File: config.mk
export PLATFORM = sky130hd
export DESIGN_NAME = stick_sector_decoder_top
export DESIGN_NICKNAME = d
export VERILOG_FILES = /design/src/hdl/ssd_pkg.sv /design/src/hdl/ssd_cfg_regs.sv /design/src/hdl/ssd_sector_calc.sv /design/src/hdl/stick_sector_decoder_top.sv
export SDC_FILE = /design/constraint.sdc
export NUM_CORES = 1
export LEC_CHECK = 0
export ABC_AREA = 1
export ABC_CLOCK_PERIOD_IN_PS = 19400
export BUFFER_PORTS_ARGS = -buffer_cell sky130_fd_sc_hd__buf_2
export CAP_MARGIN = 20
export CELL_PAD_IN_SITES_DETAIL_PLACEMENT = 1
export CELL_PAD_IN_SITES_GLOBAL_PLACEMENT = 2
export CORE_UTILIZATION = 42
export DETAILED_ROUTE_END_ITERATION = 6
export PLACE_DENSITY_LB_ADDON = 0.1
export SETUP_SLACK_MARGIN = 0.05
export SLEW_MARGIN = 10
export SYNTH_ARGS = -nofsm -noshare
export SYNTH_HDL_FRONTEND = slang
export SYNTH_SLANG_ARGS = --single-unit
export TNS_END_PERCENT = 50
File: constraint.sdc
create_clock -name clk -period 19.4 [get_ports clk]
set_input_delay 3.88 -clock clk [delete_from_list [all_inputs] [get_ports clk]]
set_output_delay 3.88 -clock clk [all_outputs]
set_load 0.01 [all_outputs]
File: src/hdl/ssd_pkg.sv
// Shared constants for the stick sector decoder.
// Holds register indexes, output widths and the tangent limits of the ratio test.
// No dependencies.
`default_nettype none

package ssd_pkg;

	// default sample width of one stick axis
	localparam int SSD_AXIS_BITS = 8;

	// configuration port
	localparam int CFG_IDX_W = 2;
	localparam logic [CFG_IDX_W-1:0] CFG_CENTER_X  = 2'd0;
	localparam logic [CFG_IDX_W-1:0] CFG_CENTER_Y  = 2'd1;
	localparam logic [CFG_IDX_W-1:0] CFG_DEAD_ZONE = 2'd2;
	localparam int DEAD_ZONE_RESET = 40;

	// result word
	localparam int SECTOR_W = 5;
	localparam int QUAD_W   = 2;
	localparam int STEP_W   = 2;

	// ratio test: minor * RATIO_ONE < (limit + 1) * major
	localparam int RATIO_W    = 14;
	localparam int RATIO_ONE  = 10000;
	localparam int NUM_LIMITS = 3;
	localparam int TAN_LIMIT [NUM_LIMITS] = '{1989, 4142, 6682};

endpackage : ssd_pkg

`default_nettype wire

File: src/hdl/ssd_cfg_regs.sv
// Configuration registers of the stick sector decoder: center x, center y, dead zone.
// Depends on ssd_pkg for register indexes and reset values.
`default_nettype none

module ssd_cfg_regs import ssd_pkg::*; #(
	parameter int AXIS_BITS = SSD_AXIS_BITS
) (
	input  wire logic                 clk,
	input  wire logic                 arst_n,
	input  wire logic                 cfg_wr_en,
	input  wire logic [CFG_IDX_W-1:0] cfg_index,
	input  wire logic [AXIS_BITS:0]   cfg_data,
	output logic      [AXIS_BITS-1:0] center_x,
	output logic      [AXIS_BITS-1:0] center_y,
	output logic      [AXIS_BITS:0]   dead_zone
);

	logic [AXIS_BITS-1:0] center_x_q;
	logic [AXIS_BITS-1:0] center_y_q;
	logic [AXIS_BITS:0]   dead_zone_q;

	always_ff @(posedge clk or negedge arst_n) begin
		if (!arst_n) begin
			center_x_q  <= AXIS_BITS'(1) << (AXIS_BITS - 1);
			center_y_q  <= AXIS_BITS'(1) << (AXIS_BITS - 1);
			dead_zone_q <= (AXIS_BITS + 1)'(DEAD_ZONE_RESET);
		end else if (cfg_wr_en) begin
			case (cfg_index)
				CFG_CENTER_X:  center_x_q  <= cfg_data[AXIS_BITS-1:0];
				CFG_CENTER_Y:  center_y_q  <= cfg_data[AXIS_BITS-1:0];
				CFG_DEAD_ZONE: dead_zone_q <= cfg_data;
				default: ; // drop writes to unknown indexes
			endcase
		end
	end

	assign center_x  = center_x_q;
	assign center_y  = center_y_q;
	assign dead_zone = dead_zone_q;

endmodule : ssd_cfg_regs

`default_nettype wire

File: src/hdl/ssd_sector_calc.sv
// Combinational sector decode of one stick sample: dead zone, quadrant, octant, ratio step.
// Depends on ssd_pkg for widths and the tangent limits.
`default_nettype none

module ssd_sector_calc import ssd_pkg::*; #(
	parameter int AXIS_BITS = SSD_AXIS_BITS
) (
	input  wire logic [AXIS_BITS-1:0] x,
	input  wire logic [AXIS_BITS-1:0] y,
	input  wire logic [AXIS_BITS-1:0] center_x,
	input  wire logic [AXIS_BITS-1:0] center_y,
	input  wire logic [AXIS_BITS:0]   dead_zone,
	output logic      [SECTOR_W-1:0]  sector,
	output logic                      active
);

	localparam int PROD_W = AXIS_BITS + RATIO_W;

	logic [AXIS_BITS-1:0]  dx;
	logic [AXIS_BITS-1:0]  dy;
	logic [AXIS_BITS:0]    manhattan;
	logic                  left;
	logic                  top;
	logic [AXIS_BITS-1:0]  minor;
	logic [AXIS_BITS-1:0]  major;
	logic [PROD_W-1:0]     minor_scaled;
	logic [NUM_LIMITS-1:0] hit;
	logic [STEP_W-1:0]     step;
	logic [QUAD_W-1:0]     quad;
	logic                  ascending;

	always_comb begin
		dx = (x >= center_x) ? x - center_x : center_x - x;
		dy = (y >= center_y) ? y - center_y : center_y - y;
		manhattan = {1'b0, dx} + {1'b0, dy};
		active    = manhattan > dead_zone;
		left   = x <= center_x;
		top    = y <= center_y;

		// quadrants clockwise from left-top
		quad = {~top, left ^ top};

		minor = (dx <= dy) ? dx : dy;
		major = (dx <= dy) ? dy : dx;

		// cross-multiplied threshold test against each tangent limit
		minor_scaled = PROD_W'(minor) * PROD_W'(RATIO_ONE);
		for (int i = 0; i < NUM_LIMITS; i++) begin
			hit[i] = minor_scaled < PROD_W'(major) * PROD_W'(TAN_LIMIT[i] + 1);
		end

		if (hit[0])      step = STEP_W'(0);
		else if (hit[1]) step = STEP_W'(1);
		else if (hit[2]) step = STEP_W'(2);
		else             step = STEP_W'(3);

		// first half of a quadrant counts up, second half counts down from its end
		ascending = quad[0] ? (dx <= dy) : (dx >= dy);

		if (active) begin
			sector = ascending ? {quad, 1'b0, step} : {quad, 1'b1, ~step};
		end else begin
			sector = '0;
		end
	end

endmodule : ssd_sector_calc

`default_nettype wire

File: src/hdl/stick_sector_decoder_top.sv
// Top level of the stick sector decoder: input register, sector decode, result register.
// Depends on ssd_pkg, ssd_cfg_regs and ssd_sector_calc.
//
// Use: one sample (stick_x, stick_y) per word on the input channel, one word
// (sector, active) per sample on the output channel. Both channels hand over a
// word at a rising edge where valid is high and stall is low.
// The decode sits between the input register and the result register, so an
// accepted word is held in the input register and then in the result register
// before it can leave on the output channel.
// Throughput: one sample per cycle, sustained as long as out_stall stays low.
// When the receiver stalls, the result register holds its word and the input
// register still takes one more sample; in_stall rises only once both are full.
// Reset clears both valid flags and loads the default center (half scale) and
// a dead zone of 40. Configuration writes take effect at the next edge; the
// user must make them while no sample is in flight; the block does not enforce it.
// sector counts clockwise from left-up in steps of 11.25 degrees; inside the
// dead zone active is 0 and sector is 0.
`default_nettype none

module stick_sector_decoder_top import ssd_pkg::*; #(
	parameter int AXIS_BITS = SSD_AXIS_BITS
) (
	input  wire logic                 clk,
	input  wire logic                 arst_n,
	input  wire logic                 cfg_wr_en,
	input  wire logic [CFG_IDX_W-1:0] cfg_index,
	input  wire logic [AXIS_BITS:0]   cfg_data,
	input  wire logic                 in_valid,
	output logic                      in_stall,
	input  wire logic [AXIS_BITS-1:0] stick_x,
	input  wire logic [AXIS_BITS-1:0] stick_y,
	output logic                      out_valid,
	input  wire logic                 out_stall,
	output logic      [SECTOR_W-1:0]  sector,
	output logic                      active
);

	logic [AXIS_BITS-1:0] center_x;
	logic [AXIS_BITS-1:0] center_y;
	logic [AXIS_BITS:0]   dead_zone;

	logic                 valid_s1;
	logic [AXIS_BITS-1:0] x_s1;
	logic [AXIS_BITS-1:0] y_s1;
	logic                 valid_s2;
	logic [SECTOR_W-1:0]  sector_s2;
	logic                 active_s2;

	logic [SECTOR_W-1:0]  sector_calc;
	logic                 active_calc;
	logic                 load_s1;
	logic                 load_s2;

	ssd_cfg_regs #(
		.AXIS_BITS(AXIS_BITS)
	) u_cfg (
		.clk       (clk),
		.arst_n    (arst_n),
		.cfg_wr_en (cfg_wr_en),
		.cfg_index (cfg_index),
		.cfg_data  (cfg_data),
		.center_x  (center_x),
		.center_y  (center_y),
		.dead_zone (dead_zone)
	);

	ssd_sector_calc #(
		.AXIS_BITS(AXIS_BITS)
	) u_calc (
		.x         (x_s1),
		.y         (y_s1),
		.center_x  (center_x),
		.center_y  (center_y),
		.dead_zone (dead_zone),
		.sector    (sector_calc),
		.active    (active_calc)
	);

	// result stage frees up when empty or when its word leaves
	assign load_s2  = !valid_s2 || !out_stall;
	assign load_s1  = !valid_s1 || load_s2;
	assign in_stall = !load_s1;

	always_ff @(posedge clk or negedge arst_n) begin
		if (!arst_n) begin
			valid_s1 <= 1'b0;
			valid_s2 <= 1'b0;
		end else begin
			if (load_s1) begin
				valid_s1 <= in_valid;
			end
			if (load_s2) begin
				valid_s2 <= valid_s1;
			end
		end
	end

	always_ff @(posedge clk) begin
		if (load_s1 && in_valid) begin
			x_s1 <= stick_x;
			y_s1 <= stick_y;
		end
		if (load_s2 && valid_s1) begin
			sector_s2 <= sector_calc;
			active_s2 <= active_calc;
		end
	end

	assign out_valid = valid_s2;
	assign sector    = sector_s2;
	assign active    = active_s2;

`ifndef ASSERT_OFF
	a_stall_only_when_full: assert property (@(posedge clk) disable iff (!arst_n)
		in_stall |-> (valid_s1 && valid_s2 && out_stall))
		else $error("input stalled while a stage was free");

	a_accept_fills_s1: assert property (@(posedge clk) disable iff (!arst_n)
		(in_valid && !in_stall) |=> valid_s1)
		else $error("accepted word did not reach the input register");

	a_s1_advances: assert property (@(posedge clk) disable iff (!arst_n)
		(valid_s1 && (!valid_s2 || !out_stall)) |=> out_valid)
		else $error("word in the input register was not moved to the result register");

	a_inactive_sector_zero: assert property (@(posedge clk) disable iff (!arst_n)
		(out_valid && !active) |-> (sector == '0))
		else $error("inactive result carries a nonzero sector");
`endif

endmodule : stick_sector_decoder_top

`default_nettype wire
==> impl_metrics.ini <==
[floorplan]
dieWidth_um = 163
rows = 58
core_um2 = 25400
dieArea_um2 = 26700
fp.dieH_um = 163
start_util_pct = 43.1
io_pins = 40

[worst_setup_path]
crit_fanout = 20
rrSetupSlack_ns = 9.23
startpoint_type = flip-flop
end_kind = flip-flop
worst_path_largest_cell_delay_ns = 0.70
cp.required_ns = 19.47
critPathArrivalTime_ns = 10.24
slowest_stage = fa_1
ff2ff_path_depth = 51
cp_common_cell = nand2_1
path_class = reg -> reg
reg2reg_from = u_cfg.center_x[7]
r2r_end = sector[0]

[logic_synthesis]
synthTopCellsByCount = 288 x inv_1, 269 x ha_1, 253 x nand2_1
syn_inst = 1398
synth_ff_type = dfrtp_1
syn_nets = 1764
synth.most_common_cell = inv_1
yosysUniqueCellTypes = 48
postSynthAreaPerCell_um2 = 7.83
synthArstFlopShare_pct = 55.1
synth-edff-count = 22
synth-warning-count = 0
ys_seq_elements = 49
ys_seq_area_share_pct = 12.3
synth_area_leaders = ha_1 31%, fa_1 12%, inv_1 9.9%, nand2_1 8.7%, edfxtp_1 6.0%
netlist_area_um2 = 10900
yosys.area.top_type = ha_1
synth_top_area_share_pct = 30.7

[cells_and_area]
syn2layout_area_growth_pct = 6.65
regArea_um2 = 1340
final_layout_size_suffix_gt1_share_pct = 6.60
num-nets-final = 1804
num-fill-cells = 3218
final_area_um2 = 11700
n_antenna_cell = 0
multi_input_area_um2 = 8410

[clock_tree]
cts_tree = done
cts_buffer_depth = 2
cts_repair_resize_count = 0
cts_setup_buffers = 0
cts_hold_buf = 0
cts.sinks = 49
cts_root_buffer = clkbuf_16
numCtsBuffers = 5
htree_levels = 2
clk_latency_ns = 0.30
clk_pin_slew_ns = 0.08

[sta]
post-route-period-util_pct = 52.4
fin_tns_setup_ns = 0
tightest_slew_ns = 0.980
holdWs_ns = 0.470
rsz0062_at_grt = no
setup_viol_count_final = 0
drv_slew = 0
fmax_mhz = 98.4
min_period_ns = 10.17
slew_headroom_pct = 34.3
hold_viol = 0
fin_worst_skew_ns = 0.00867

[route]
via_per_inst = 5.14
drc = 0
routed_wl_mm = 31.3
drtPass1Iterations = 4
dr.first_iter.drc_count = 339
ant_nets = 0
wl_per_cell_um = 17.7
num_vias = 9091

[placement]
portBuffers = 39
gp_congestion = 0.862
placedInstanceArea_um2 = 11500
hpwl_mm = 27.3

[min_path]
hp-start = valid_s1
hold_path_end = out_valid
hold_path_class = reg -> reg
hold_path_depth = 2

[run]
maxCapViolCount = 0

[global_routing]
grt_pass1_wl_mm = 51.2
grtUsageTotal_pct = 24.9
grt_pass1_vias = 9700
grt_max_degree = 28
overflow = 0
antenna_found_initial = 0

[outcome]
status = finished clean
## critical path: cells and delay by family, from the launching register on
| family | cells | cell delay (ns) |
|---|---|---|
| xor gates and xnor gates | 2 | 0.41 |
| buffers and inverters | 11 | 1.41 |
| and+or+nand+nor | 23 | 2.76 |
| AOI/OAI and AO/OA | 7 | 1.15 |
| DFF | 1 | 0.54 |
| adders and majority gates | 8 | 3.64 |
## worst max path at each step
stage	startpoint	endpoint	slack, ns
global placement	u_cfg.center_x[7]	sector[0]	9.40
floorplan	u_cfg.center_x[7]	sector[0]	10.94
detailed placement	u_cfg.center_x[7]	sector[0]	9.32
global route	u_cfg.center_x[7]	sector[0]	8.38
finish	u_cfg.center_x[7]	sector[0]	9.23
CTS	u_cfg.center_x[7]	sector[0]	9.25
## per-layer routing
metal	vias up	routed length [µm]	GRT usage, %
met5	-	0	0
met4	0	222	2.23
met3	14	857	2.64
met2	87	14000	41.2
met1	4395	16200	35.8
li1	4595	-	-
## state kept, by name (all words and copies together) (netlist names)
name and count:
active 1, out_valid 1, sector 5, u_cfg.center_x 8, u_cfg.center_y 8, u_cfg.dead_zone 9, valid_s1 1, x_s1 8
y_s1 8
## cells by family after synthesis
logic type	share of synthesized area [%]
AND/OR/NAND/NOR	16.2
adder cells (fa/ha/maj)	42.6
buffers and inverters	10.9
AO/OA/AOI/OAI	11.5
XOR/XNOR	6.48
flip-flops	12.2
## through the flow
stage | utilization (%) | std cells | setup slack [ns]
after global placement | 45.3 | 1761 | 9.40
after floorplan | - | 1398 | 10.94
after detailed placement | 45.3 | 1761 | 9.32
after global routing | 46.0 | 1769 | 8.38
after CTS | 46.0 | 1769 | 9.25
final | 46.0 | 1769 | 9.23
## cell type report
type	count	share of cell area, %
multi-input combinational	1044	72.0
sequential	49	11.5
inverter	295	9.55
tap	330	3.54
timing repair buffer	43	1.93
clock buffer	5	1.07
clock inverter	3	0.407
## placed cells by master (no fill, tap or decap), types with 6 or more instances in the layout
cell,instances
fa_1,65
a21oi_1,99
inv_1,288
a21o_1,6
o21a_1,7
nor3_1,8
a31oi_1,6
xor2_1,52
nand3_1,40
nand2_1,253
ha_1,269
o21ai_1,8
dfrtp_1,23
o21ai_0,60
nor2_1,70
nand2_2,6
xnor2_1,29
edfxtp_1,22
nand4_1,15
buf_2,39
o21ai_2,7
Power is not shown: default switching activity piles up to over one toggle a cycle in this logic, so the estimate is an artifact.
